### config.mk
export PLATFORM = sky130hd
export DESIGN_NAME = opsl_div
export DESIGN_NICKNAME = d
export VERILOG_FILES = /design/src/design/opsl_pkg.sv /design/src/design/opsl_div.sv
export SDC_FILE = /design/constraint.sdc
export NUM_CORES = 1
export LEC_CHECK = 0
export BUFFER_PORTS_ARGS = -buffer_cell sky130_fd_sc_hd__buf_4
export CORE_MARGIN = 3
export CORE_UTILIZATION = 40
export CTS_CLUSTER_SIZE = 40
export DETAILED_ROUTE_END_ITERATION = 8
export GPL_TIMING_DRIVEN = 0
export PLACE_DENSITY = 0.68
export SYNTH_ARGS = -nofsm -noshare
export SYNTH_HDL_FRONTEND = slang
export SYNTH_SLANG_ARGS = --single-unit
### constraint.sdc
create_clock -name clk -period 4 [get_ports clk]
set_input_delay 0.8 -clock clk [delete_from_list [all_inputs] [get_ports clk]]
set_output_delay 0.8 -clock clk [all_outputs]
set_load 0.03 [all_outputs]
### src/design/opsl_pkg.sv
// ---------------------------------------------------------------------------
// Obstacle proximity speed limiter package
// Shared constants, types and helper functions of the limiter.
// ---------------------------------------------------------------------------
package opsl_pkg;

	localparam int SCAN_LENGTH  = 245;
	localparam int CENTER_INDEX = 122;
	localparam int HALF_WINDOW  = 15;
	localparam int IDX_W        = $clog2(SCAN_LENGTH + 1);

	localparam int CORDIC_STEPS = 16;
	localparam int PRE_SHIFT    = 14;
	localparam logic [34:0] HALF_PI_Q30 = 35'd1686629713;
	localparam logic [24:0] STEP_Q30    = 25'd17602324;

	// The angle never reaches 2^32, so the scan step is estimated from its
	// upper 24 bits times floor(2^34 / STEP_Q30), shifted down by 26. The
	// estimate is exact or one short.
	localparam logic [9:0] ANGLE_RECIP       = 10'd976;
	localparam int         ANGLE_RECIP_SHIFT = 26;

	localparam logic [1:0] CFG_MAX_SPEED = 2'd0;
	localparam logic [1:0] CFG_STOP_DIST = 2'd1;
	localparam logic [1:0] CFG_SLOW_DIST = 2'd2;

	localparam logic [2:0] MODE_IDLE  = 3'd0;
	localparam logic [2:0] MODE_BLIND = 3'd1;
	localparam logic [2:0] MODE_FULL  = 3'd2;
	localparam logic [2:0] MODE_SLOW  = 3'd3;
	localparam logic [2:0] MODE_STOP  = 3'd4;

	typedef enum logic [4:0] {
		ST_IDLE, ST_SQ_X, ST_SQ_Y, ST_SQ_Z, ST_SQ_SUM, ST_CHECK, ST_ROOT_M, ST_ROOT_R,
		ST_CORDIC, ST_ANGLE, ST_ANGLE_DIV, ST_DIR, ST_NORM_MUL, ST_NORM_START,
		ST_NORM_DIV, ST_WALK_RD, ST_WALK_CMP, ST_DECIDE, ST_RAMP_MUL, ST_RAMP_START,
		ST_RAMP_DIV, ST_EMIT
	} state_t;

	typedef struct packed {
		logic        start;
		logic [47:0] radicand;
	} sqrt_req_t;

	typedef struct packed {
		logic        start;
		logic [39:0] dividend;
		logic [24:0] divisor;
	} div_req_t;

	function automatic logic [34:0] atan_q30(input logic [3:0] i);
		logic [34:0] v;
		unique case (i)
			4'd0:  v = 35'd843314856;
			4'd1:  v = 35'd497837829;
			4'd2:  v = 35'd263043836;
			4'd3:  v = 35'd133525158;
			4'd4:  v = 35'd67021686;
			4'd5:  v = 35'd33543515;
			4'd6:  v = 35'd16775850;
			4'd7:  v = 35'd8388437;
			4'd8:  v = 35'd4194282;
			4'd9:  v = 35'd2097149;
			4'd10: v = 35'd1048575;
			4'd11: v = 35'd524287;
			4'd12: v = 35'd262143;
			4'd13: v = 35'd131071;
			4'd14: v = 35'd65535;
			default: v = 35'd32767;
		endcase
		return v;
	endfunction

	function automatic logic [15:0] abs16(input logic signed [15:0] c);
		logic [16:0] w;
		w = c[15] ? 17'(-{c[15], c}) : {1'b0, c};
		return w[15:0];
	endfunction

	function automatic logic signed [15:0] sat16(input logic neg, input logic [39:0] q);
		logic signed [15:0] v;
		if (neg) begin
			v = (q > 40'd32768) ? 16'sh8000 : 16'(~q[15:0] + 16'd1);
		end else begin
			v = (q > 40'd32767) ? 16'sh7fff : q[15:0];
		end
		return v;
	endfunction

endpackage

### src/design/opsl_div.sv
// ---------------------------------------------------------------------------
// Iterative unsigned divider
// Restoring division of a 40-bit dividend by a 25-bit divisor.
// ---------------------------------------------------------------------------
module opsl_div (
	input  logic               clk,
	input  logic               arst_n,
	input  opsl_pkg::div_req_t req,
	output logic               done,
	output logic [39:0]        quotient
);
	import opsl_pkg::*;

	logic [39:0] quo_q;
	logic [24:0] rem_q;
	logic [24:0] dv_q;
	logic [5:0]  cnt_q;
	logic        busy_q;
	logic        done_q;
	logic [25:0] rem_sh;
	logic        fits;

	assign rem_sh = {rem_q, quo_q[39]};
	assign fits   = rem_sh >= {1'b0, dv_q};

	always_ff @(posedge clk or negedge arst_n) begin
		if (!arst_n) begin
			busy_q <= 1'b0;
			done_q <= 1'b0;
			cnt_q  <= '0;
		end else begin
			done_q <= 1'b0;
			if (req.start) begin
				busy_q <= 1'b1;
				cnt_q  <= 6'd39;
			end else if (busy_q) begin
				cnt_q <= cnt_q - 6'd1;
				if (cnt_q == 6'd0) begin
					busy_q <= 1'b0;
					done_q <= 1'b1;
				end
			end
		end
	end

	always_ff @(posedge clk) begin
		if (req.start) begin
			quo_q <= req.dividend;
			rem_q <= '0;
			dv_q  <= req.divisor;
		end else if (busy_q) begin
			rem_q <= fits ? 25'(rem_sh - {1'b0, dv_q}) : rem_sh[24:0];
			quo_q <= {quo_q[38:0], fits};
		end
	end

	assign done     = done_q;
	assign quotient = quo_q;

endmodule

==> results by group <==
Worst setup path
  • Crit path launch type: flop
  • Worst Path Max Fanout: 10
  • Required time of the worst setup path: 4.11 ns
  • CP Class: reg2reg
  • Arr. time, crit path: 3.44 ns
  • Crit. End Element: flop

Power
  • Comb power frac: 44.1%
  • Pwr dens: 604 nW/µm²
  • Peak VDD IR: 0.285 mV
  • Seq pwr share: 34.4%
  • Net Sw Frac: 37.0%
  • Leak: 0.00298 µW
  • Switching power: 1510 µW
  • Clock Power Share: 21.5%
  • P_int: 2570 µW

Finish
  • Synth-to-layout area growth: 24.3%
  • Layout cell share with drive strength beyond 1: 30.0%
  • Commonest non-fill, non-tap cell in the layout: buf_4
  • Design Area, Final: 6750 µm²
  • Multi-input gate area: 2530 µm²
  • Diode count: 0
  • Fill count: 1176
  • Register area: 2650 µm²
  • Layout Nets: 702
  • Commonest non-fill, non-tap cells in the layout: buf_4, edfxtp_1, mux2_2

Timing
  • Fin. max-slew vios: 0
  • Fmax: 300 MHz
  • RSZ-0062 raised after global routing: no
  • Final hold vios: 0
  • Fin Clk Skew: 0.00865 ns
  • Final clock period utilization by the worst path: 83.3%
  • Tightest Pin Transition: 1.11 ns
  • Final min period: 3.33 ns
  • Setup-failing EPs final: 0
  • Total negative slack: 0 ns
  • Slew HR: 25.7%

Status
  • Status: complete, no violations

Clocking
  • Postcts setup bufs: 0
  • Total CTS buffers: 9
  • CTS resizes: 0
  • Maximum root-to-sink buffer count: 2
  • Cts hold-fix bufs: 0
  • Reg clk slew, reported paths: 0.07 ns
  • Clock root buffer: clkbuf_16
  • # H-tree levels: 3
  • TritonCTS clock tree: built
  • CTS Sinks: 98
  • Worst-skew pair later-pin latency: 0.35 ns

Floorplan
  • Die Y: 123 µm
  • Initial core utilization: 42.0%
  • Die area: 15000 µm²
  • Core ar.: 12900 µm²
  • Ports: 109
  • FP Rows: 41
  • Die Wd: 123 µm

Route
  • Per-cell routed wire length: 16.5 µm
  • Routed vias: 4172
  • Routed wl met3: 1100 µm
  • DRT met1 WL: 5670 µm
  • Vias per inst: 5.33
  • Met2 wire len: 5920 µm
  • Pre-Repair DR Iteration Count: 4
  • Antenna Violating Nets Remaining: 0
  • DRC viols: 0
  • Top routing layer used: met4
  • 1st-iter DRT viols: 217
  • Final wirelength: 12900 µm

Logic synthesis
  • Mapped Area: 5430 µm²
  • Mean Syn Cell Area: 11.2 µm²
  • Syn Inst Count: 487
  • FFs w/ async S/R, synth: 8.16%
  • Seq/Total Area, Yosys: 48.8%
  • Yosys reg bits: 98
  • Number of synthesis warnings: 0
  • Unique masters post-synth: 61
  • Synth Flop Type: edfxtp_1
  • EDFF count, synth: 65
  • Post-Syn Nets: 583

Global routing
  • First-pass GRT wire length: 21200 µm
  • Initial antenna violation count: 0
  • GR Overflow Total: 0
  • GRT Total Usage: 18.0%
  • Largest net degree at the start of global routing: 41
  • Number of global-route vias before repair: 4350

Placed design
  • Number of port buffers: 108
  • Dpl hpwl: 9520 µm
  • RePlAce Congestion: 0.905
  • Area after DPL: 6460 µm²

Flow run
  • Maxcap violations: 0

Worst hold path
  • Worst min path class: in2async
==> cells by family after synthesis <==
group,count (synthesis),synth area share (%)
muxes,59,11.8
adders and majority gates,28,6.59
AOI/OAI and AO/OA,110,13.5
and+or+nand+nor,111,10.8
xor gates and xnor gates,24,3.87
DFF,98,48.8
buffers and inverters,57,4.56
==> flip-flops by register name (all words and copies together), names as in the netlist <==
| register | count |
|---|---|
| quotient | 40 |
| done | 1 |
| rem_q | 25 |
| busy_q | 1 |
| cnt_q | 6 |
| dv_q | 25 |
==> worst max-delay path: stages (launching register included) <==
cell	delay (ns)
edfxtp_1	0.45
inv_1	0.09
ha_1	0.15
inv_1	0.05
fa_1	0.40
a21o_1	0.24
a2111o_1	0.44
a211oi_1	0.25
o211ai_1	0.16
nand2_2	0.24
nand2_8	0.14
buf_6	0.22
mux2_2	0.26
==> layout make-up <==
type / instances / share of cell area (%)
Buffer: 23 / 1.78
Clock buffer: 10 / 3.39
Clock inverter: 6 / 0.964
Inverter: 34 / 1.89
Multi-Input combinational cell: 332 / 37.5
Sequential cell: 98 / 39.3
Tap cell: 172 / 3.19
Timing Repair Buffer: 108 / 12.0
==> worst paths after layout <==
path                         startpoint          end  slack (ns)  depth (start not counted)
setup / recovery           quotient[39]  quotient[0]        0.67                         12
hold / removal                   arst_n     cnt_q[2]        0.25                          1
setup reg to reg           quotient[39]  quotient[0]        0.67                         12
hold reg to reg                rem_q[3]     rem_q[3]        0.48                          2
max in group asynchronous        arst_n     cnt_q[3]        3.62                          1
min in group clk               rem_q[3]     rem_q[3]        0.48                          2
==> stage by stage <==
| stage | setup slack [ns] | total power [µW] | hold slack, ns | cells | utilization, % |
|---|---|---|---|---|---|
| floorplan | 0.899 | 2760 | 0.453 | 487 | - |
| global placement | 0.150 | 3160 | 0.468 | 767 | 49.9 |
| detailed placement | 0.514 | 3200 | 0.476 | 767 | 49.9 |
| CTS | 0.664 | 4100 | 0.246 | 783 | 52.2 |
| global route | 0.490 | 4350 | 0.243 | 783 | 52.2 |
| finish | 0.669 | 4080 | 0.251 | 783 | 52.2 |
==> power groups by stage <==
stage	registers, µW	clock network [µW]	logic [µW]
after floorplan	1490	0	1270
after detailed placement	1420	0	1780
after global routing	1430	942	1980
after global placement	1410	0	1750
after CTS	1400	903	1790
final	1400	876	1800
==> cell usage after synthesis (all sizes together) (2+ instances only) <==
library cell	n	share of area (%)
a211oi	9	1.2
a21o	20	2.8
a21oi	23	2.1
a221oi	2	0.32
a311oi	5	0.81
a31oi	4	0.46
and2	2	0.23
and3	4	0.46
and3b	2	0.32
buf	11	1.4
clkbuf	12	0.85
dfrtp	8	3.7
dfxtp	25	9.2
edfxtp	65	36
ha	27	6.2
inv	33	2.3
mux2	41	8.5
mux2i	18	3.3
nand2	36	2.8
nand2b	4	0.46
nand3	12	1.1
nand4	10	1.2
nor2	23	1.6
nor2b	4	0.46
nor3	3	0.28
nor4	2	0.62
o211ai	4	0.55
o21a	3	0.41
o21ai	25	2.3
o21bai	2	0.28
or2	4	0.46
xnor2	13	2.1
xor2	11	1.8
==> per-layer routing <==
layer,global-route usage (%),vias up
met5,0,-
met4,5.53,0
met3,7.51,17
met2,28.6,142
met1,22.4,1975
li1,-,2038
Power figures use the tool's default switching activity.
