`src/design/opsl_pkg.sv`:
```
// ---------------------------------------------------------------------------
// Obstacle proximity speed limiter package
// Shared constants, types and helper functions of the limiter.
// ---------------------------------------------------------------------------
package opsl_pkg;

	localparam int SCAN_LENGTH  = 245;
	localparam int CENTER_INDEX = 122;
	localparam int HALF_WINDOW  = 15;
	localparam int IDX_W        = $clog2(SCAN_LENGTH + 1);

	localparam int CORDIC_STEPS = 16;
	localparam int PRE_SHIFT    = 14;
	localparam logic [34:0] HALF_PI_Q30 = 35'd1686629713;
	localparam logic [24:0] STEP_Q30    = 25'd17602324;

	// The angle never reaches 2^32, so the scan step is estimated from its
	// upper 24 bits times floor(2^34 / STEP_Q30), shifted down by 26. The
	// estimate is exact or one short.
	localparam logic [9:0] ANGLE_RECIP       = 10'd976;
	localparam int         ANGLE_RECIP_SHIFT = 26;

	localparam logic [1:0] CFG_MAX_SPEED = 2'd0;
	localparam logic [1:0] CFG_STOP_DIST = 2'd1;
	localparam logic [1:0] CFG_SLOW_DIST = 2'd2;

	localparam logic [2:0] MODE_IDLE  = 3'd0;
	localparam logic [2:0] MODE_BLIND = 3'd1;
	localparam logic [2:0] MODE_FULL  = 3'd2;
	localparam logic [2:0] MODE_SLOW  = 3'd3;
	localparam logic [2:0] MODE_STOP  = 3'd4;

	typedef enum logic [4:0] {
		ST_IDLE, ST_SQ_X, ST_SQ_Y, ST_SQ_Z, ST_SQ_SUM, ST_CHECK, ST_ROOT_M, ST_ROOT_R,
		ST_CORDIC, ST_ANGLE, ST_ANGLE_DIV, ST_DIR, ST_NORM_MUL, ST_NORM_START,
		ST_NORM_DIV, ST_WALK_RD, ST_WALK_CMP, ST_DECIDE, ST_RAMP_MUL, ST_RAMP_START,
		ST_RAMP_DIV, ST_EMIT
	} state_t;

	typedef struct packed {
		logic        start;
		logic [47:0] radicand;
	} sqrt_req_t;

	typedef struct packed {
		logic        start;
		logic [39:0] dividend;
		logic [24:0] divisor;
	} div_req_t;

	function automatic logic [34:0] atan_q30(input logic [3:0] i);
		logic [34:0] v;
		unique case (i)
			4'd0:  v = 35'd843314856;
			4'd1:  v = 35'd497837829;
			4'd2:  v = 35'd263043836;
			4'd3:  v = 35'd133525158;
			4'd4:  v = 35'd67021686;
			4'd5:  v = 35'd33543515;
			4'd6:  v = 35'd16775850;
			4'd7:  v = 35'd8388437;
			4'd8:  v = 35'd4194282;
			4'd9:  v = 35'd2097149;
			4'd10: v = 35'd1048575;
			4'd11: v = 35'd524287;
			4'd12: v = 35'd262143;
			4'd13: v = 35'd131071;
			4'd14: v = 35'd65535;
			default: v = 35'd32767;
		endcase
		return v;
	endfunction

	function automatic logic [15:0] abs16(input logic signed [15:0] c);
		logic [16:0] w;
		w = c[15] ? 17'(-{c[15], c}) : {1'b0, c};
		return w[15:0];
	endfunction

	function automatic logic signed [15:0] sat16(input logic neg, input logic [39:0] q);
		logic signed [15:0] v;
		if (neg) begin
			v = (q > 40'd32768) ? 16'sh8000 : 16'(~q[15:0] + 16'd1);
		end else begin
			v = (q > 40'd32767) ? 16'sh7fff : q[15:0];
		end
		return v;
	endfunction

endpackage

```
`src/design/opsl_isqrt.sv`:
```
// ---------------------------------------------------------------------------
// Iterative integer square root
// Floor square root of a 48-bit value, one result bit per cycle.
// ---------------------------------------------------------------------------
module opsl_isqrt (
	input  logic                clk,
	input  logic                arst_n,
	input  opsl_pkg::sqrt_req_t req,
	output logic                done,
	output logic [23:0]         root
);
	import opsl_pkg::*;

	logic [47:0] n_q;
	logic [25:0] rem_q;
	logic [23:0] root_q;
	logic [4:0]  cnt_q;
	logic        busy_q;
	logic        done_q;
	logic [27:0] rem_sh;
	logic [27:0] trial;
	logic        fits;

	assign rem_sh = {rem_q, n_q[47:46]};
	assign trial  = {2'b00, root_q, 2'b01};
	assign fits   = rem_sh >= trial;

	always_ff @(posedge clk or negedge arst_n) begin
		if (!arst_n) begin
			busy_q <= 1'b0;
			done_q <= 1'b0;
			cnt_q  <= '0;
		end else begin
			done_q <= 1'b0;
			if (req.start) begin
				busy_q <= 1'b1;
				cnt_q  <= 5'd23;
			end else if (busy_q) begin
				cnt_q <= cnt_q - 5'd1;
				if (cnt_q == 5'd0) begin
					busy_q <= 1'b0;
					done_q <= 1'b1;
				end
			end
		end
	end

	always_ff @(posedge clk) begin
		if (req.start) begin
			n_q    <= req.radicand;
			rem_q  <= '0;
			root_q <= '0;
		end else if (busy_q) begin
			n_q    <= {n_q[45:0], 2'b00};
			rem_q  <= fits ? 26'(rem_sh - trial) : rem_sh[25:0];
			root_q <= {root_q[22:0], fits};
		end
	end

	assign done = done_q;
	assign root = root_q;

endmodule

```
`config.mk`:
```
export PLATFORM = sky130hd
export DESIGN_NAME = opsl_isqrt
export DESIGN_NICKNAME = d
export VERILOG_FILES = /design/src/design/opsl_pkg.sv /design/src/design/opsl_isqrt.sv
export SDC_FILE = /design/constraint.sdc
export NUM_CORES = 1
export LEC_CHECK = 0
export BUFFER_PORTS_ARGS = -buffer_cell sky130_fd_sc_hd__buf_2
export CAP_MARGIN = 20
export CORE_ASPECT_RATIO = 0.7
export CORE_UTILIZATION = 58
export DETAILED_ROUTE_END_ITERATION = 10
export GPL_TIMING_DRIVEN = 1
export PLACE_DENSITY = 0.82
export SLEW_MARGIN = 20
export SYNTH_ARGS = -nofsm -noshare
export SYNTH_HDL_FRONTEND = slang
export SYNTH_SLANG_ARGS = --single-unit
```
`constraint.sdc`:
```
create_clock -name clk -period 2.9 [get_ports clk]
set_input_delay 0.58 -clock clk [delete_from_list [all_inputs] [get_ports clk]]
set_output_delay 0.58 -clock clk [all_outputs]
set_load 0.01 [all_outputs]
```
==> results of run 1 <==
==> worst max-delay path by stage <==
stage / end / slack (ps) / depth (start not counted)
3_3_place_gp: rem_q[18] / 220 / 9
5_1_grt: rem_q[9] / -7 / 10
2_1_floorplan: rem_q[18] / 250 / 10
4_1_cts: rem_q[3] / 20 / 10
3_5_place_dp: rem_q[5] / 50 / 10
6_report: rem_q[3] / 140 / 11
==> registers in the layout (all words and copies together) (netlist names) <==
| signal | flops |
|---|---|
| n_q | 48 |
| rem_q | 26 |
| root | 24 |
| cnt_q | 5 |
| busy_q | 1 |
| done | 1 |
==> area by class of cell <==
type                       count  area (sq um)  share of cell area, %
sequential                   105          2620                   39.7
tap                          128           160                   2.43
timing repair buffer          94           546                   8.27
multi-input combinational    377          2890                   43.8
clock inverter                 4          30.0                  0.455
clock buffer                  12           236                   3.59
inverter                      31           116                   1.77
==> stage by stage <==
step / power [mW] / hold slack (ps) / setup slack, ps
after global routing: 6.76 / 49.6 / -7.25
after CTS: 6.17 / 42.8 / 19.0
after global placement: 4.90 / 419 / 222
final: 6.38 / 47.2 / 141
after floorplan: 4.35 / 284 / 248
after detailed placement: 5.03 / 422 / 46.0
==> timing repair <==
item                       CTS  global route
setup buffers                0             4
setup endpoints to repair    0            17
resized for setup            0            11
==> synthesized netlist by cell type (4+ instances only) <==
cell type  count
nand2_1       35
o21a_1         5
inv_1         31
a31oi_1        5
xor2_1        15
a21oi_1       21
xnor2_1       13
o21ai_0       22
mux2_2        46
nand2b_1       7
buf_6          4
edfxtp_1      48
a211oi_1      14
ha_1          28
a21o_1         6
mux2i_1       44
clkbuf_1      13
nor3_1         6
dfrtp_1        7
dfxtp_1       50
nor2_1        54
nand3_1       12
==> routing by layer <==
metal | GRT usage, % | part of all wire [%]
met5 | 0 | 0
met4 | 6.29 | 1.2
met3 | 6.32 | 5.5
met2 | 37.5 | 45
met1 | 33.3 | 48
==> cells by family after synthesis <==
kind of cell | after synthesis | share of synthesized area [%]
AO/OA/AOI/OAI | 92 | 10.6
adder cells (fa/ha/maj) | 28 | 6.09
multiplexers | 90 | 16.7
AND/OR/NAND/NOR | 139 | 11.8
XOR/XNOR | 28 | 4.26
flip-flops | 105 | 45.5
buffers and inverters | 58 | 5.07
==> worst max-delay path: stages, from the launching register on <==
cell      delay [ps]
dfxtp_1          370
inv_1             60
ha_2             390
nand4_2          180
or3_4            450
nor2_4           160
a311o_2          210
a211oi_4          60
nor2_8           170
buf_12           200
mux2i_2          250
a211oi_2          90
==> where the power goes <==
part | switching (mW) | total [mW] | internal [mW]
Sequential | 0.160 | 1.94 | 1.78
Combinational | 1.73 | 3.31 | 1.58
Clock | 0.533 | 1.12 | 0.585
Total | 2.43 | 6.38 | 3.95
==> impl_summary.md, run 1 <==
Run status
The run finished with clean final reports.

Logic synthesis
Yosys mapped a number of flops with a built-in enable equal to 48. The count of warnings emitted by yosys is 0. The sequential fraction of the synthesis area is 45.5%. In this run the cell area of the synthesized design comes to ~5800 sq um.

The post-synthesis register bit count is 105. The fraction of registers with async set or reset after synthesis is 6.67%. The biggest area consumer among synthesized cells is edfxtp_1. Synthesis produced 540 cells.

Ranked by total cell area, the synthesized netlist is headed by edfxtp_1 25%, dfxtp_1 17%, mux2_2 9.0%. The area share of the largest cell type after synthesis is 25.0%. The most used flip-flop cell after synthesis is dfxtp_1. The number of nets produced by synthesis is 619. The synthesized netlist contains 67 unique library cells. The per-instance average area after synthesis is 10.7 sq um.

Finish
The final non-filler cell total is around 750. The total inserted antenna cells is 0. The layout overhead on the synthesized area is 14.6%.

In the layout the commonest cells are 74 x buf_2, 54 x nor2_1, 50 x dfxtp_1. The most common cell after layout, fill and taps aside is buf_2. The final layout contains 697 nets.

Once layout is complete, the utilization of the core stands at 68.3%. The number of fillers in the final layout is 736. Summing all non-filler instances in the final layout gives an area of around 6600 sq um. The ratio of cells with drive above 1 in the final layout is 29.2%.

Detailed routing
After detailed routing, the total wire length is 12.1 mm. The final route contains 4226 vias. The final antenna-violating net count is 0. The pre-antenna-repair detailed-routing pass consisted of 5 iterations. In the routed design, unresolved DRC markers number 0.

The mean number of vias per cell is 5.63. In the final routed layout, each cell accounts on average for 16.1 microns. The first-iteration detailed-routing DRC count is 225.

Worst setup path
In this run the worst path has a maximum fanout of 17. The data required time at the worst endpoint is 3110 ps. The startpoint identified for the worst register-to-register timing path is root[17]. In this run the critical register-to-register path is captured at rem_q[3]. In this run the worst setup path begins at root[17]. The category of the worst setup path launch point is a flop. The startpoint-to-endpoint class of the critical path is reg -> reg. The slack of the worst reg-to-reg path is 140 ps. The worst setup path is captured at a flop. For the worst setup path, the data arrival time is 2970 ps. The depth of the worst register-to-register path is 11.

Timing
After routing, the total negative slack on setup checks comes to 0 ps. The share of the clock period used by the worst path is 95.1%. Based on the critical path, the design can be clocked at up to approximately 360 MHz. The transition time at the pin with the least slew margin is 607 ps. The headroom to the max-slew limit is 59.1%. The largest clock skew in the final design is 5.60 ps. The final number of max-transition violations came to 0.

The minimum clock period is 2760 ps. The number of hold violations in the final report came to 0. The final-report setup violation count is 0.

CTS
The number of buffers between clock root and the deepest sink is 2. The number of H-tree branching levels is 3. The insertion delay of the later-clocked pin in the worst-skew pair is 350 ps. The total number of clock tree sinks is 105.

The total CTS buffers is 9. The clock slew seen by the registers of the worst setup and hold paths is 70 ps. The TritonCTS clock tree is built. The tree is rooted in a clkbuf_16. In this run, post-CTS hold repair placed 0 buffers.

Job
The tool flagged a number of max-cap violations equal to 0.

Power
The power density over cell area is 967 nW/um^2. The maximum VDD drop is about 0.0006 V. The analysis attributes to cell leakage a power of approximately 2.9 nW.

Placement
The total of buffers placed on input and output ports is 75. The detailed-placement wirelength estimate is 8.59 mm. The placer's final routability congestion estimate is between 0.9 and 1. The number of instances in the placed design is 731.

The area after detailed placement is 6260 sq um.

Floorplan
Once the floorplan was initialized, standard cells occupied 59.6% of the core. The die outline width is 121 microns. The die covers 10300 sq um. The I/O pin count is 76. The number of standard-cell rows in the floorplan is 30. The height of the chip is 85.3 microns. The total area inside the core boundary comes to 9650 sq um.

Worst hold path
The worst hold path belongs to the class in -> async.

Global routing
The via count of the first global-routing pass was approximately 4.0k. The initial antenna violation count is 0. The global-route wire length before repair is 19.4 mm. The final global-route overflow total is 0. Entering global routing, the biggest net connects 37 pins.

For this run, the total global-route usage over all layers was measured as 24.1%.
Note: power is estimated with default switching activity, not from simulation.
==> run 2: changes to the inputs <==
==> constraint.sdc (replaced) <==
create_clock -name clk -period 2.9 [get_ports clk]
set_input_delay 0.435 -clock clk [delete_from_list [all_inputs] [get_ports clk]]
set_output_delay 0.435 -clock clk [all_outputs]
set_load 0.01 [all_outputs]
==> run 2 against run 1 <==
  * Power grew 2.2%
  * Combinational power shrank 2%
  * Via count grew 1.5%
  * Utilization grew 0.39 points
  * First-iteration DRC count grew 35%
  * Global-route usage shrank 0.29 points
  * Largest power group unchanged
  * Highest routed layer unchanged
==> impl_summary.md, run 2 (synthesis gave the netlist of run 1 again) <==
Worst setup path
The arrival time at the worst endpoint came to 3040 ps (was 2970 ps). The startpoint-to-endpoint class of the critical path is reg -> reg (unchanged). The kind of capture point of the worst setup path is a flop (unchanged). The critical-path maximum fanout is 17 (unchanged). The category of the worst setup path launch point is a flop (unchanged). The data required time at the worst endpoint is 3150 ps (was 3110 ps).

Finish
The final layout net count is 695 (was 697). The flip-flop count of the largest register after layout came to 48 (unchanged). Commonest non-fill, non-tap cells in the layout: 74 x buf_2, 54 x nor2_1, 50 x dfxtp_1 (unchanged). The layout overhead on the synthesized area is 15.2% (was 14.6%). The share of the core filled with cells is 68.7% (was 68.3%).

The number of fillers in the final layout is 753 (was 736). The largest register by flop count is n_q (unchanged). The ratio of cells with drive above 1 in the final layout was 28.3% (was 29.2%). The total inserted antenna cells is 0 (unchanged). The most common cell after layout, fill and taps aside is buf_2 (unchanged).

Placement
The total of buffers placed on input and output ports is 75 (unchanged). The worst slack at placement is 92.6 ps (was 46.0 ps). The placer's final routability congestion estimate is 0.940 (about the same).

The detailed-placement wirelength estimate came to 8.36 mm (was 8.59 mm).

Timing
The number of hold violations in the final report came to 0 (unchanged). The share of the clock period used by the worst path is 96.2% (was 95.1%). The transition time at the pin with the least slew margin came to 604 ps (was 607 ps). The largest clock skew in the final design is 6.98 ps (was 5.60 ps). The final worst-path setup slack came to 110 ps (was 141 ps). The headroom to the max-slew limit was 59.3% (was 59.1%). The final-report setup violation count is 0 (unchanged). The minimum clock period is 2790 ps (was 2760 ps).

The final-layout setup total negative slack is 0 ps (unchanged). Setup repair after global routing left no endpoint under its margin. The maximum achievable frequency came to 358 MHz (was 362 MHz). The final number of max-transition violations is 0 (unchanged).

CTS
The number of H-tree branching levels came to 3 (unchanged). The TritonCTS clock tree is built (unchanged). The clock tree root driver cell is clkbuf_16 (unchanged). The clock slew seen by the registers of the worst setup and hold paths is 70 ps (about the same). The total CTS buffers is 9 (unchanged). The insertion delay of the later-clocked pin in the worst-skew pair is 350 ps (about the same). The number of buffers between clock root and the deepest sink was 2 (unchanged). The total number of clock tree sinks is 105 (unchanged).

Global routing
The maximum number of pins on one net before global-route repair is 49 (was 37). The via count of the first global-routing pass came to 3915 (was 4039). The initial antenna violation count is 0 (unchanged). The global-route usage over all layers came to 23.8% (was 24.1%). The final global-route overflow total is 0 (unchanged).

The global-route wire length before repair is 19.1 mm (was 19.4 mm).

Power
The static leakage is 2.98 nW (was 2.94 nW). The overall power is 6.51 mW (was 6.38 mW). The maximum VDD drop is 0.000539 V (was 0.000590 V). The power density over cell area was 982 nW/um^2 (was 967 nW/um^2).

Floorplan
The effective utilization at floorplan is 59.6% (unchanged). The core region area is 9650 sq um (unchanged). The height of the chip is 85.3 microns (unchanged). The I/O pin count came to 76 (unchanged). The number of standard-cell rows in the floorplan is 30 (unchanged). The die outline width was 121 microns (unchanged). The area of the die came to 10300 sq um (unchanged).

Detailed routing
The first-iteration detailed-routing DRC count came to 303 (was 225). The average wire per standard cell was 16.2 microns (was 16.1 microns). The mean number of vias per cell came to 5.72 (was 5.63).

The final routed wirelength across all metal layers is 12.1 mm (about the same). The first-pass iteration count of the detailed router is 8 (was 5). The detailed-route DRC error count is 0 (unchanged). The number of vias after detailed routing came to 4288 (was 4226). The final antenna-violating net count is 0 (unchanged).

Worst hold path
The worst hold path class is in -> reg (was in -> async).

Job
The number of max-capacitance violations reported came to 0 (unchanged).

Run status
Status: finished, final reports clean (unchanged).
[run 2: metrics by stage]
| stage | hold WS (ps) | cells | cell area (sq um) |
|---|---|---|---|
| 2_1_floorplan | 139 | 540 | 5750 |
| 3_3_place_gp | 272 | 730 | 6260 |
| 3_5_place_dp | 275 | 730 | 6260 |
| 4_1_cts | 360 | 747 | 6600 |
| 5_1_grt | 354 | 749 | 6630 |
| 6_report | 366 | 749 | 6630 |
[run 2: final cells by class]
type                    instances  area [sq um]  area share, %
multi-input cells             377          2860           43.2
flip-flops and latches        105          2620           39.5
repair buffers                 92           546           8.23
clock buffers                  10           239           3.60
well taps                     128           160           2.42
inverters                      31           116           1.76
clock inverters                 6          87.6           1.32
[run 2: timing repair]
action                     in CTS  in global routing
hold endpoints to repair        7                  0
hold buffers                    1                  0
buffers inserted                0                  2
setup endpoints to repair       0                 15
resized for setup               0                  4
[run 2: per-layer routing]
layer	part of all wire (%)	track usage [%]	routed length [microns]	vias up
met5	0	0	0	-
met4	0.93	6.62	113	0
met3	5.4	6.05	657	12
met2	45	36.1	5430	124
met1	49	33.6	5920	2071
li1	-	-	-	2081
[run 2: worst paths after layout]
check | from | end | slack, ps | depth (start not counted)
hold reg to reg | rem_q[24] | rem_q[24] | 480 | 2
min in group asynchronous | arst_n | cnt_q[2] | 440 | 2
setup reg to reg | root[5] | rem_q[7] | 110 | 10
hold / removal | req[1] | n_q[1] | 370 | 2
max in group asynchronous | arst_n | busy_q | 2280 | 2
setup / recovery | root[5] | rem_q[7] | 110 | 10
[run 2: critical path, stage by stage, from the launching register on]
cell,delay [ps]
dfxtp_1,370
inv_1,60
ha_1,380
and4_2,310
and2_2,190
a311o_2,400
a211oi_4,300
nor2_8,90
buf_12,180
mux2i_1,130
a211oi_1,260
[run 2: where the power goes]
group | switching [mW] | internal (mW) | total, mW
registers | 0.155 | 1.78 | 1.94
logic | 1.71 | 1.52 | 3.23
clock network | 0.561 | 0.784 | 1.35
total | 2.43 | 4.09 | 6.51
